===== config.mk =====
export PLATFORM = sky130hd
export DESIGN_NAME = multi_button_debouncer
export DESIGN_NICKNAME = d
export VERILOG_FILES = /design/src/sv/mdb_pkg.sv /design/src/sv/mdb_lane.sv /design/src/sv/mdb_merge.sv /design/src/sv/multi_button_debouncer.sv
export SDC_FILE = /design/constraint.sdc
export NUM_CORES = 1
export LEC_CHECK = 0
export ABC_AREA = 1
export BUFFER_PORTS_ARGS = -buffer_cell sky130_fd_sc_hd__buf_2
export CAP_MARGIN = 15
export CORE_AREA = 2 2 221 223
export CTS_BUF_LIST = sky130_fd_sc_hd__clkbuf_16
export DETAILED_ROUTE_END_ITERATION = 8
export DIE_AREA = 0 0 223 225
export MAX_ROUTING_LAYER = met4
export SLEW_MARGIN = 20
export SYNTH_ARGS = -nofsm -noshare
export SYNTH_HDL_FRONTEND = slang
export SYNTH_SLANG_ARGS = --single-unit

===== constraint.sdc =====
create_clock -name clk -period 7.9 [get_ports clk]
set_input_delay 0.79 -clock clk [delete_from_list [all_inputs] [get_ports clk]]
set_output_delay 0.79 -clock clk [all_outputs]
set_load 0.005 [all_outputs]

===== src/sv/mdb_pkg.sv =====
// Shared constants, types and register indexes for the multi-button debouncer.
`timescale 1ns / 1ps

package mdb_pkg;

  localparam int NUM_BUTTONS = 8;
  localparam int LANE_CAP = 8;
  localparam int NUM_LANES = (NUM_BUTTONS > LANE_CAP) ? LANE_CAP : NUM_BUTTONS;
  localparam int MASK_W = 8;
  localparam int RUN_W = 8;
  localparam int CFG_INDEX_W = 2;

  localparam logic [RUN_W-1:0] RUN_MAX = {RUN_W{1'b1}};
  localparam logic [MASK_W-1:0] PULLUP_RESET = 8'hFF;
  localparam logic [RUN_W-1:0] SETTLE_RESET = 8'd4;

  localparam logic [CFG_INDEX_W-1:0] CFG_PULLUP_MASK = 2'd0;
  localparam logic [CFG_INDEX_W-1:0] CFG_SETTLE_COUNT = 2'd1;

  typedef enum logic [1:0] {
    MODE_RELEASED = 2'd0,
    MODE_BOUNCING = 2'd1,
    MODE_PRESSED  = 2'd2
  } mode_t;

  typedef struct packed {
    logic pressed;
    logic bouncing;
  } lane_flags_t;

endpackage


===== src/sv/mdb_lane.sv =====
// One button lane: run counters and the released, bouncing and pressed state machine.
`timescale 1ns / 1ps

module mdb_lane (
  input  logic                        clk,
  input  logic                        rst,
  input  logic                        accept,
  input  logic                        level,
  input  logic                        pull_up,
  input  logic [mdb_pkg::RUN_W-1:0]   need,
  output mdb_pkg::lane_flags_t        flags
);
  import mdb_pkg::*;

  mode_t            mode;
  mode_t            mode_next;
  logic [RUN_W-1:0] high_run;
  logic [RUN_W-1:0] high_run_next;
  logic [RUN_W-1:0] low_run;
  logic [RUN_W-1:0] low_run_next;
  logic             active;

  assign active = pull_up ? !level : level;

  always_comb begin
    if (level) begin
      high_run_next = (high_run == RUN_MAX) ? high_run : high_run + 1'b1;
      low_run_next  = '0;
    end else begin
      low_run_next  = (low_run == RUN_MAX) ? low_run : low_run + 1'b1;
      high_run_next = '0;
    end

    case (mode)
      MODE_RELEASED: begin
        mode_next = active ? MODE_BOUNCING : MODE_RELEASED;
      end
      MODE_PRESSED: begin
        mode_next = active ? MODE_PRESSED : MODE_BOUNCING;
      end
      default: begin
        if (high_run_next >= need) begin
          mode_next = pull_up ? MODE_RELEASED : MODE_PRESSED;
        end else if (low_run_next >= need) begin
          mode_next = pull_up ? MODE_PRESSED : MODE_RELEASED;
        end else begin
          mode_next = MODE_BOUNCING;
        end
      end
    endcase

    flags.pressed  = (mode_next == MODE_PRESSED);
    flags.bouncing = (mode_next == MODE_BOUNCING);
  end

  always_ff @(posedge clk) begin
    if (rst) begin
      mode     <= MODE_RELEASED;
      high_run <= '0;
      low_run  <= '0;
    end else if (accept) begin
      mode     <= mode_next;
      high_run <= high_run_next;
      low_run  <= low_run_next;
    end
  end

endmodule


===== src/sv/mdb_merge.sv =====
// Merging stage: packs the lane flags into masks and holds them in an output register with a skid.
`timescale 1ns / 1ps

module mdb_merge (
  input  logic                         clk,
  input  logic                         rst,
  input  logic                         accept,
  input  mdb_pkg::lane_flags_t         flags [mdb_pkg::NUM_LANES],
  output logic                         skid_full,
  output logic                         out_valid,
  input  logic                         out_stall,
  output logic [mdb_pkg::MASK_W-1:0]   pressed_mask,
  output logic [mdb_pkg::MASK_W-1:0]   bouncing_mask
);
  import mdb_pkg::*;

  logic [MASK_W-1:0] new_pressed;
  logic [MASK_W-1:0] new_bouncing;
  logic [MASK_W-1:0] skid_pressed;
  logic [MASK_W-1:0] skid_bouncing;
  logic              skid_valid;
  logic              pop;

  always_comb begin
    new_pressed  = '0;
    new_bouncing = '0;
    for (int i = 0; i < NUM_LANES; i++) begin
      new_pressed[i]  = flags[i].pressed;
      new_bouncing[i] = flags[i].bouncing;
    end
  end

  assign pop       = out_valid && !out_stall;
  assign skid_full = skid_valid;

  always_ff @(posedge clk) begin
    if (rst) begin
      out_valid  <= 1'b0;
      skid_valid <= 1'b0;
    end else if (skid_valid) begin
      if (pop) begin
        skid_valid <= 1'b0;
      end
    end else if (accept) begin
      if (out_valid && !pop) begin
        skid_valid <= 1'b1;
      end else begin
        out_valid <= 1'b1;
      end
    end else if (pop) begin
      out_valid <= 1'b0;
    end
  end

  always_ff @(posedge clk) begin
    if (skid_valid) begin
      if (pop) begin
        pressed_mask  <= skid_pressed;
        bouncing_mask <= skid_bouncing;
      end
    end else if (accept) begin
      if (out_valid && !pop) begin
        skid_pressed  <= new_pressed;
        skid_bouncing <= new_bouncing;
      end else begin
        pressed_mask  <= new_pressed;
        bouncing_mask <= new_bouncing;
      end
    end
  end

endmodule


===== src/sv/multi_button_debouncer.sv =====
// Top level of the multi-button debouncer: configuration registers, button lanes and merging stage.
//
//   channel  direction  handshake            word
//   in       to block   in_valid / in_stall  sample_levels
//   out      from block out_valid / out_stall pressed_mask, bouncing_mask
//   cfg      to block   cfg_valid / cfg_ready cfg_index, cfg_data
//
// Each sample word's masks are loaded at the accepting edge into the output register, or into
// the skid register while the output register holds a stalled word; one word per cycle is
// sustained while the output is not stalled, set by the single register stage of the lanes.
// A synchronous reset releases every button, clears the run counters and restores the registers.
// When the output is stalled a second result waits in the skid register; in_stall rises only
// while that skid register is full. The configuration port is always ready.
`timescale 1ns / 1ps

module multi_button_debouncer (
  input  logic                              clk,
  input  logic                              rst,
  input  logic                              in_valid,
  output logic                              in_stall,
  input  logic [mdb_pkg::MASK_W-1:0]        sample_levels,
  output logic                              out_valid,
  input  logic                              out_stall,
  output logic [mdb_pkg::MASK_W-1:0]        pressed_mask,
  output logic [mdb_pkg::MASK_W-1:0]        bouncing_mask,
  input  logic                              cfg_valid,
  output logic                              cfg_ready,
  input  logic [mdb_pkg::CFG_INDEX_W-1:0]   cfg_index,
  input  logic [mdb_pkg::RUN_W-1:0]         cfg_data
);
  import mdb_pkg::*;

  logic [MASK_W-1:0] pullup_mask;
  logic [RUN_W-1:0]  settle_count;
  logic [RUN_W-1:0]  need;
  logic              accept;
  logic              skid_full;
  lane_flags_t       flags [NUM_LANES];

  assign cfg_ready = 1'b1;
  assign in_stall  = skid_full;
  assign accept    = in_valid && !in_stall;
  assign need      = (settle_count == '0) ? RUN_W'(1) : settle_count;

  always_ff @(posedge clk) begin
    if (rst) begin
      pullup_mask  <= PULLUP_RESET;
      settle_count <= SETTLE_RESET;
    end else if (cfg_valid && cfg_ready) begin
      case (cfg_index)
        CFG_PULLUP_MASK:  pullup_mask  <= cfg_data;
        CFG_SETTLE_COUNT: settle_count <= cfg_data;
        default: ;
      endcase
    end
  end

  for (genvar g = 0; g < NUM_LANES; g++) begin : g_lane
    mdb_lane u_lane (
      .clk     (clk),
      .rst     (rst),
      .accept  (accept),
      .level   (sample_levels[g]),
      .pull_up (pullup_mask[g]),
      .need    (need),
      .flags   (flags[g])
    );
  end

  mdb_merge u_merge (
    .clk           (clk),
    .rst           (rst),
    .accept        (accept),
    .flags         (flags),
    .skid_full     (skid_full),
    .out_valid     (out_valid),
    .out_stall     (out_stall),
    .pressed_mask  (pressed_mask),
    .bouncing_mask (bouncing_mask)
  );

endmodule


Word-level counts from Yosys, hierarchy flattened. Index checks and enable logic that the tools add are counted.

Register bits: 194. Input port bits: 23. Output and inout port bits: 19. Logic and storage cells: 252.

Add/sub/neg operators: 16. Order comparisons: 16. Equal/unequal tests: 44. Mux-type cells: 112. Bitwise gates (word level): 1. Reductions and logical operators: 31.

Operators by type and width (number): 2-to-1 mux 8 bit (41); adder 8 x 1 -> 8 bit (second input constant) (16); == test 8 bit (second input constant) (16); greater-or-equal comparator 8 bit (16); 2-to-1 mux 2 bit (40); == test 2 bit (second input constant) (16); one-hot mux 2 bit (2 select lines) (8); 2-to-1 mux 1 bit (23); == test 2 x 1 -> 1 bit (second input constant) (9); logical NOT 2 bit (9); logical NOT 1 bit (11); AND reduction 3 bit (3); logical NOT 8 bit (1); inequality test 2 bit (second input constant) (2); AND reduction 2 bit (2); nonzero test 2 bit (2); logical AND 1 bit (3); inequality test 2 x 1 -> 1 bit (second input constant) (1); NOT 1 bit (1).

Logic depth before layout (Yosys ltp). Gate-level depths: netlist (run 1).

Depth after elaboration: 11. Gate-level depth with buffers: 24. Mapped depth without buffers: 23.

Hierarchy. A second synthesis (run 1) with hierarchy kept.

Cell total of the unflattened synthesis: 2188. Area, all modules: 14751.6 µm².

By module, submodules not included: mdb_lane (instances 8, cells an instance 248, area each 1592.8 µm², sequential area each 360.3 µm²); mdb_merge (instances 1, cells an instance 103, area each 1312.5 µm², sequential area each 1001.0 µm²); multi_button_debouncer (instances 1, cells an instance 101, area each 696.9 µm², sequential area each 320.3 µm²).

Worst setup path after synthesis (run 1). No wires, ideal clock.

Kind: input port to flip-flop. Start: input port sample_levels[7] (netlist name). End: register u_merge.pressed_mask[7] (netlist name) (data pin). Arrival: 2.494 ns. Setup slack: 5.154 ns. Cell stages on the path: 15. Buffers on the path: 1. Cell sequence: clkbuf_1 > inv_1 > or3_1 > inv_1 > ha_1 > nand2_1 > nand3_1 > nand2_1 > nand2_1 > a21oi_1 > nand2_1 > nand3_1 > nand2_1 > nand2_1 > nand2_1.

RTL lines: from (decl) (RTL line multi_button_debouncer.sv:21) `input logic [mdb_pkg::MASK_W-1:0] sample_levels,`; to (signal assigned) (RTL line mdb_merge.sv:58) `pressed_mask <= skid_pressed;`; to (signal assigned) (RTL line mdb_merge.sv:66) `pressed_mask <= new_pressed;`; to (decl) (RTL line mdb_merge.sv:12) `output logic [mdb_pkg::MASK_W-1:0] pressed_mask,`.

Worst setup path after layout (run 1).
Start: register u_merge.skid_valid, in the netlist u_merge.skid_full. End: register g_lane[5].u_lane.low_run[4].

Word-level cells in the longest chain between the ends: 2.

RTL lines: from (decl) (RTL line mdb_merge.sv:21) `logic skid_valid;`; from (signal assigned) (RTL line mdb_merge.sv:39) `skid_valid <= 1'b0;`; from (signal assigned) (RTL line mdb_merge.sv:42) `skid_valid <= 1'b0;`; from (signal assigned) (RTL line mdb_merge.sv:46) `skid_valid <= 1'b1;`; logical NOT 1 bit (RTL line multi_button_debouncer.sv:42) `assign accept = in_valid && !in_stall;`; logical AND 1 bit (RTL line multi_button_debouncer.sv:42); to (signal assigned) (RTL line mdb_lane.sv:64) `low_run <= low_run_next;`; to (decl) (RTL line mdb_lane.sv:19) `logic [RUN_W-1:0] low_run;`.

Every way passes these cells. A chain may end at the register's enable or synchronous reset.

==> impl_metrics.env, run 1 <==
export IMPL_finish_utilization_pct=32.52
export IMPL_synthArstFlopShare_pct=0
export IMPL_final_setup_viol_count=0
export IMPL_cpLargestDelayFamily="buffers and inverters"
export IMPL_grt_max_degree=168
export IMPL_synth_area_per_cell_um2=6.635
export IMPL_relSlewSlack_pct=26.50
export IMPL_setup_worst_path_end_class="flop"
export IMPL_critPathArrivalTime_ns=4.10
export IMPL_globalplace_congestion=0.7877
export IMPL_synth_area_leaders="dfxtp_1, ha_1, nand2_1, inv_1, a21oi_1"
export IMPL_drc_errors=0
export IMPL_period_minus_slack_ns=3.732
export IMPL_num_io_pins=42
export IMPL_final_nets=2297
export IMPL_clkTransAtPathRegs_ns=0.08
export IMPL_dp_hpwl_um=24280
export IMPL_syn_area_um2=14140
export IMPL_powerDensity_nw_per_um2=167.8
export IMPL_cap_violations=0
export IMPL_postRouteWirelength_um=35200
export IMPL_synth_flop_cell="dfxtp_1"
export IMPL_path_buf_inv=3
export IMPL_synth_edf_count=32
export IMPL_port_buffer_count=40
export IMPL_cp_max_fo=167
export IMPL_grt_usage_pct=14.61
export IMPL_place_area_um2=14880
export IMPL_wl_met3_um=1183
export IMPL_cts_sinks=194
export IMPL_grt_pass1_wl_um=58680
export IMPL_fp_row_count=80
export IMPL_firstDrtPassIters=6
export IMPL_post_cts_resized=0
export IMPL_design_die_area_um2=50180
export IMPL_drive_gt1_share_pct=7.233
export IMPL_cpMaxStageDelayCell="inv_8"
export IMPL_ys_ff_latch=194
export IMPL_stdcell_count=2759
export IMPL_setup_ws_ns=4.168
export IMPL_synth_cell_types=47
export IMPL_min_period_over_period_pct=47.24
export IMPL_hold_slack_ns=0.5256
export IMPL_r2r_start="u_merge.skid_full"
export IMPL_cts_hold_fix_buffers=0
export IMPL_post_cts_setup_buffer_count=0
export IMPL_cts_made_buffers=17
export IMPL_status="completed"
export IMPL_rsz0062_at_grt="no"
export IMPL_met2_wirelength_um=16430
export IMPL_yosys_top_cells_count="nand2_1, inv_1, a21oi_1, nand3_1, dfxtp_1"
export IMPL_power_total_mw=2.595
export IMPL_crit_chain="inv_2 -> nand2_1 -> inv_8 -> buf_4 -> o21ai_0 -> a21oi_1"
export IMPL_total_leakage_power_nw=8.132
export IMPL_r2r_end="g_lane[5].u_lane.low_run[4]"
export IMPL_yosysSeqAreaShare_pct=29.73
export IMPL_wl_per_cell_um=12.76
export IMPL_dp_cells=2726
export IMPL_hold_viol_final=0
export IMPL_cp_depth=6
export IMPL_overflow=0
export IMPL_synth_top_area_cell="dfxtp_1"
export IMPL_area_growth_pct=9.372
export IMPL_pre_cts_slack_ns=4.013
export IMPL_antenna_found_initial=1
export IMPL_drv_slew=0
export IMPL_final_area_um2=15460
export IMPL_r2r_setup_slack_ns=4.17
export IMPL_synth_top_cell_area_share_pct=22.94
export IMPL_vias_per_cell=4.746
export IMPL_yosysWarnings=0
export IMPL_hp_class="flop to flop"
export IMPL_drtIter0Drc=851
export IMPL_start_kind="flop"
export IMPL_worst_pin_slew_ns=1.101
export IMPL_reg2reg_depth=6
export IMPL_ir_drop_uv=148.4
export IMPL_syn_inst=2131
export IMPL_timing_critical_path_from="u_merge.skid_full"
export IMPL_tns_ns=0
export IMPL_die_width_um=223
export IMPL_cts_root_buf="clkbuf_16"
export IMPL_worstSetupPathType="flop to flop"
export IMPL_met1_length_um=16970
export IMPL_clock_path_buffers=2
export IMPL_worstSetupEndpoint="g_lane[5].u_lane.low_run[4]"
export IMPL_maxUsedRoutingLayer="met4"
export IMPL_worstPathRequired_ns=8.27
export IMPL_insertion_delay_ns=0.45
export IMPL_yosysMostFrequentCell="nand2_1"
export IMPL_finalClockSkew_ns=0.01089
export IMPL_core_um2=47550
export IMPL_die_y_um=225
export IMPL_vias=13095
export IMPL_synth_nets=2298
export IMPL_drtAntennaViolNets=0
export IMPL_fmax_ghz=0.2680
export IMPL_cp_slowest_stage_delay_ns=0.88
export IMPL_grt_pass1_vias=12284
export IMPL_cts_tree="done"
export IMPL_fillers=5036
export IMPL_h_tree_depth=4
export IMPL_initial_core_util_pct=29.74
-- where the power goes --
| group | switching (mW) | internal, mW |
|---|---|---|
| registers | 0.0715 | 1.08 |
| logic | 0.352 | 0.194 |
| clock network | 0.447 | 0.447 |
| total | 0.870 | 1.73 |
-- state kept, by name, summed over array words and instances (netlist names) --
name	flops
g_lane.u_lane.high_run	64
u_merge.out_valid	1
pullup_mask	8
g_lane.u_lane.mode	16
g_lane.u_lane.low_run	64
u_merge.skid_pressed	8
u_merge.bouncing_mask	8
settle_count	8
u_merge.skid_full	1
u_merge.pressed_mask	8
u_merge.skid_bouncing	8
-- kinds of logic after synthesis --
group	synth area share (%)
buffers and inverters	12.14
and+or+nand+nor	28.42
xor gates and xnor gates	0.9292
other	0.02652
DFF	29.73
adders and majority gates	12.74
AOI/OAI and AO/OA	16.01
-- worst register-to-register path, stage by stage (launching register included) --
cell and delay, ns:
dfxtp_1 0.54, inv_2 0.30, nand2_1 0.63, inv_8 0.89, buf_4 0.92, o21ai_0 0.21
a21oi_1 0.17
-- worst min-delay path by stage --
| stage | from | to | slack (ns) | cells past startpoint |
|---|---|---|---|---|
| CTS | g_lane[5].u_lane.low_run[6] | g_lane[5].u_lane.low_run[6] | 0.53 | 2 |
| finish | g_lane[5].u_lane.low_run[6] | g_lane[5].u_lane.low_run[6] | 0.53 | 2 |
| global placement | g_lane[5].u_lane.low_run[6] | g_lane[5].u_lane.low_run[6] | 0.51 | 2 |
| detailed placement | u_merge.skid_pressed[6] | u_merge.pressed_mask[6] | 0.51 | 2 |
| global route | u_merge.skid_pressed[6] | u_merge.pressed_mask[6] | 0.55 | 2 |
| floorplan | settle_count[0] | settle_count[0] | 0.48 | 2 |
-- layer usage --
metal	global-route usage (%)	vias up
met1	18.12	5922
met4	3.962	0
met3	2.203	37
met5	-	-
met2	24.75	198
li1	-	6938
-- layout by cell type, fill, tap and decap left out, types with 7 or more instances in the layout --
cell type	n
nand2b_1	8
xnor2_1	7
nor2_1	152
clkbuf_16	17
nand3_1	172
dfxtp_1	162
buf_4	8
or2_0	7
or3_1	12
xor2_1	8
nor3_1	10
nand3_2	12
a31oi_1	9
nor2_4	7
a21oi_1	210
nand4_1	27
or2_2	7
inv_2	22
ha_1	144
nand2_1	450
nor2_2	9
nand2_2	7
a21o_1	11
buf_2	40
o31ai_1	9
o21ai_0	150
o21ai_1	24
inv_1	355
edfxtp_1	32
-- area by class of cell --
cell class	count	area, µm²	area share, %
multi-input cells	1490	8222	53.17
flip-flops and latches	194	4204	27.19
inverters	379	1431	9.256
well taps	615	769.5	4.976
clock buffers	17	425.4	2.751
repair buffers	48	260.3	1.683
clock inverters	15	148.9	0.9629
diodes	1	2.502	0.01618
No activity file was read; power rests on OpenSTA's default activity.
==> run 2, diff against run 1 <==
--- a/config.mk
+++ b/config.mk
@@ -5,13 +5,13 @@
 export SDC_FILE = /design/constraint.sdc
 export NUM_CORES = 1
 export LEC_CHECK = 0
-export ABC_AREA = 1
+export ABC_AREA = 0
 export BUFFER_PORTS_ARGS = -buffer_cell sky130_fd_sc_hd__buf_2
 export CAP_MARGIN = 15
-export CORE_AREA = 2 2 221 223
+export CORE_AREA = 2 2 218 220
 export CTS_BUF_LIST = sky130_fd_sc_hd__clkbuf_16
 export DETAILED_ROUTE_END_ITERATION = 8
-export DIE_AREA = 0 0 223 225
+export DIE_AREA = 0 0 220 222
 export MAX_ROUTING_LAYER = met4
 export SLEW_MARGIN = 20
 export SYNTH_ARGS = -nofsm -noshare
==> constraint.sdc (replaced) <==
create_clock -name clk -period 3.58 [get_ports clk]
set_input_delay 0.358 -clock clk [delete_from_list [all_inputs] [get_ports clk]]
set_output_delay 0.358 -clock clk [all_outputs]
set_load 0.005 [all_outputs]
==> impl_metrics.env, run 2 <==
export IMPL_combPwrFrac_pct=14.4
export IMPL_initial_core_util_pct=29.95
export IMPL_fp_row_count=79
export IMPL_port_buffer_count=40
export IMPL_vias_per_cell=5.319
export IMPL_cp_slowest_stage_delay_ns=0.43
export IMPL_worstSetupPathType="flop to flop"
export IMPL_synth_edf_count=32
export IMPL_crit_chain="ha_1 -> nand4_1 -> nor2_1 -> xnor2_1 -> nand2_1 -> ha_1 -> nand2b_1 -> a2111oi_0 -> o31a_1 -> or4_4 -> o211ai_2 -> mux2_2"
export IMPL_setup_worst_path_end_class="flop"
export IMPL_power_total_mw=5.037
export IMPL_ys_ff_latch=194
export IMPL_total_leakage_power_nw=5.959
export IMPL_yosysSeqAreaShare_pct=30.35
export IMPL_h_tree_depth=4
export IMPL_powerDensity_nw_per_um2=326.6
export IMPL_synth_top_cell_area_share_pct=23.41
export IMPL_synth_cell_types=71
export IMPL_drtIter0Drc=919
export IMPL_hold_path_end="pullup_mask[2]"
export IMPL_dp_hpwl_um=24810
export IMPL_final_common_cell="nor2_1"
export IMPL_syn_inst=1707
export IMPL_cts_root_buf="clkbuf_16"
export IMPL_synth_area_leaders="dfxtp_1, ha_1, edfxtp_1, nor2_1, nand2_1"
export IMPL_setup_ws_ns=0.2198
export IMPL_cts_sinks=194
export IMPL_die_y_um=222
export IMPL_final_area_um2=15420
export IMPL_fmax_ghz=0.2976
export IMPL_internal_power_mw=3.579
export IMPL_min_period_over_period_pct=93.86
export IMPL_ir_drop_uv=364.5
export IMPL_r2r_end="u_merge.pressed_mask[3]"
export IMPL_sequentialPowerShare_pct=47.2
export IMPL_cpMaxStageDelayCell="dfxtp_1"
export IMPL_clkPwrFrac_pct=38.3
export IMPL_hold_viol_final=0
export IMPL_final_setup_viol_count=0
export IMPL_yosysWarnings=0
export IMPL_rsz0062_at_grt="no"
export IMPL_power_switching_mw=1.459
export IMPL_post_cts_setup_buffer_count=0
export IMPL_holdPathStages=2
export IMPL_yosysMostFrequentCell="nor2_1"
export IMPL_drive_gt1_share_pct=9.763
export IMPL_clkTransAtPathRegs_ns=0.08
export IMPL_vias=12442
export IMPL_wl_per_cell_um=15.61
export IMPL_drtAntennaViolNets=0
export IMPL_clock_path_buffers=2
export IMPL_design_die_area_um2=48840
export IMPL_grt_max_degree=92
export IMPL_period_minus_slack_ns=3.360
export IMPL_pre_cts_slack_ns=0.2144
export IMPL_syn_area_um2=13850
export IMPL_area_growth_pct=11.33
export IMPL_yosys_top_cells_count="nor2_1, nand2_1, dfxtp_1, ha_1, a21oi_1"
export IMPL_antenna_found_initial=1
export IMPL_cpMostUsedCell="ha_1"
export IMPL_grt_pass1_wl_um=59750
export IMPL_synth_top_area_cell="dfxtp_1"
export IMPL_place_area_um2=14800
export IMPL_hp_start="cfg_data[2]"
export IMPL_cap_violations=0
export IMPL_synth_flop_cell="dfxtp_1"
export IMPL_start_kind="flop"
export IMPL_reg2reg_depth=12
export IMPL_hp_class="input port to flop"
export IMPL_synth_area_per_cell_um2=8.116
export IMPL_critPathArrivalTime_ns=3.57
export IMPL_post_cts_resized=0
export IMPL_drv_slew=0
export IMPL_hold_slack_ns=0.1411
export IMPL_top_regs="g_lane.u_lane.high_run x64, g_lane.u_lane.low_run x64, g_lane.u_lane.mode x16"
export IMPL_cp_max_fo=7
export IMPL_synthArstFlopShare_pct=0
export IMPL_grt_usage_pct=15.51
export IMPL_overflow=0
export IMPL_globalplace_congestion=0.8406
export IMPL_worstPathRequired_ns=3.79
export IMPL_cts_tree="done"
export IMPL_firstDrtPassIters=6
export IMPL_r2r_start="g_lane[3].u_lane.low_run[0]"
export IMPL_tns_ns=0
export IMPL_r2r_setup_slack_ns=0.22
export IMPL_grt_pass1_vias=11581
export IMPL_cts_made_buffers=17
export IMPL_status="completed"
export IMPL_die_width_um=220
export IMPL_insertion_delay_ns=0.45
export IMPL_finalClockSkew_ns=0.01253
export IMPL_cts_hold_fix_buffers=0
export IMPL_layout_common_cells="nor2_1, nand2_1, dfxtp_1"
export IMPL_core_um2=46260
export IMPL_synth_nets=1874
export IMPL_num_io_pins=42
export IMPL_relSlewSlack_pct=29.48
export IMPL_final_nets=1885
export IMPL_drc_errors=0
export IMPL_postRouteWirelength_um=36520
export IMPL_worst_pin_slew_ns=1.057
export IMPL_netSwitchingFraction_pct=28.96
==> run 2: changes by cell type after synthesis, moves of 22 or more <==
cell	delta
a31oi_1	+22
xnor2_1	+35
o21ai_0	-98
clkbuf_1	+23
a21oi_1	-84
nand3_1	-122
inv_1	-326
nand2_1	-271
mux2i_1	+26
and3_1	+28
a22oi_1	+23
nor3_1	+42
nor2b_1	+25
nor2_1	+71
==> run 2: worst max-delay path, delay by kind of cell (launching register included) <==
kind | cells | cell delay [ns]
and+or+nand+nor | 5 | 0.87
AOI/OAI and AO/OA | 3 | 0.78
adders and majority gates | 2 | 0.60
DFF | 1 | 0.43
muxes | 1 | 0.28
xor gates and xnor gates | 1 | 0.16
==> run 2: kinds of logic (layout without fill, tap and decap cells) <==
logic type / Yosys count / count (layout) / share of synthesized area, %
buffers and inverters: 113 / 137 / 3.134
XOR/XNOR: 63 / 63 / 3.983
flip-flops: 194 / 194 / 30.35
other: 1 / 2 / 0.02707
AND/OR/NAND/NOR: 727 / 727 / 26.00
multiplexers: 42 / 42 / 3.179
adder cells (fa/ha/maj): 144 / 144 / 13.01
AO/OA/AOI/OAI: 423 / 423 / 20.32
==> run 2: worst max path at each step <==
stage / startpoint / end / slack [ns] / depth (start not counted)
floorplan: g_lane[1].u_lane.high_run[0] / u_merge.pressed_mask[1] / 0.46 / 12
detailed placement: g_lane[4].u_lane.low_run[0] / u_merge.pressed_mask[4] / 0.21 / 12
global route: g_lane[7].u_lane.low_run[0] / u_merge.pressed_mask[7] / 0.01 / 12
finish: g_lane[3].u_lane.low_run[0] / u_merge.pressed_mask[3] / 0.22 / 12
CTS: g_lane[4].u_lane.low_run[0] / u_merge.pressed_mask[4] / 0.20 / 12
global placement: g_lane[1].u_lane.high_run[0] / u_merge.bouncing_mask[1] / 0.22 / 12
==> run 2: power groups by stage <==
stage          Clock (mW)  Sequential [mW]  Combinational (mW)
2_1_floorplan           0             2.41               0.499
3_3_place_gp            0             2.43               0.708
3_5_place_dp            0             2.43               0.722
4_1_cts              1.99             2.38               0.726
5_1_grt              2.08             2.39               0.814
6_report             1.93             2.38               0.726
==> run 2: through the flow <==
stage,utilization [%],instances
4_1_cts,33.24,2338
5_1_grt,33.34,2339
3_5_place_dp,32.00,2306
6_report,33.34,2339
3_3_place_gp,32.00,2306
2_1_floorplan,-,1707
==> run 2: final cells by class <==
class                           instances  area (µm²)
Antenna cell                            1       2.502
Tap cell                              607       759.5
Multi-Input combinational cell       1400        9283
Clock inverter                         15       148.9
Sequential cell                       194        4204
Fill cell                            4808       30840
Timing Repair Buffer                   74       483.0
Inverter                               31       116.4
Clock buffer                           17       425.4
==> run 2: per-layer routing <==
metal / vias up / routed length (µm) / track usage [%]
met3: 43 / 1273 / 2.154
met2: 228 / 17050 / 24.87
met1: 5882 / 17570 / 20.31
met4: 0 / 633 / 4.287
li1: 6289 / - / -
met5: - / 0 / -
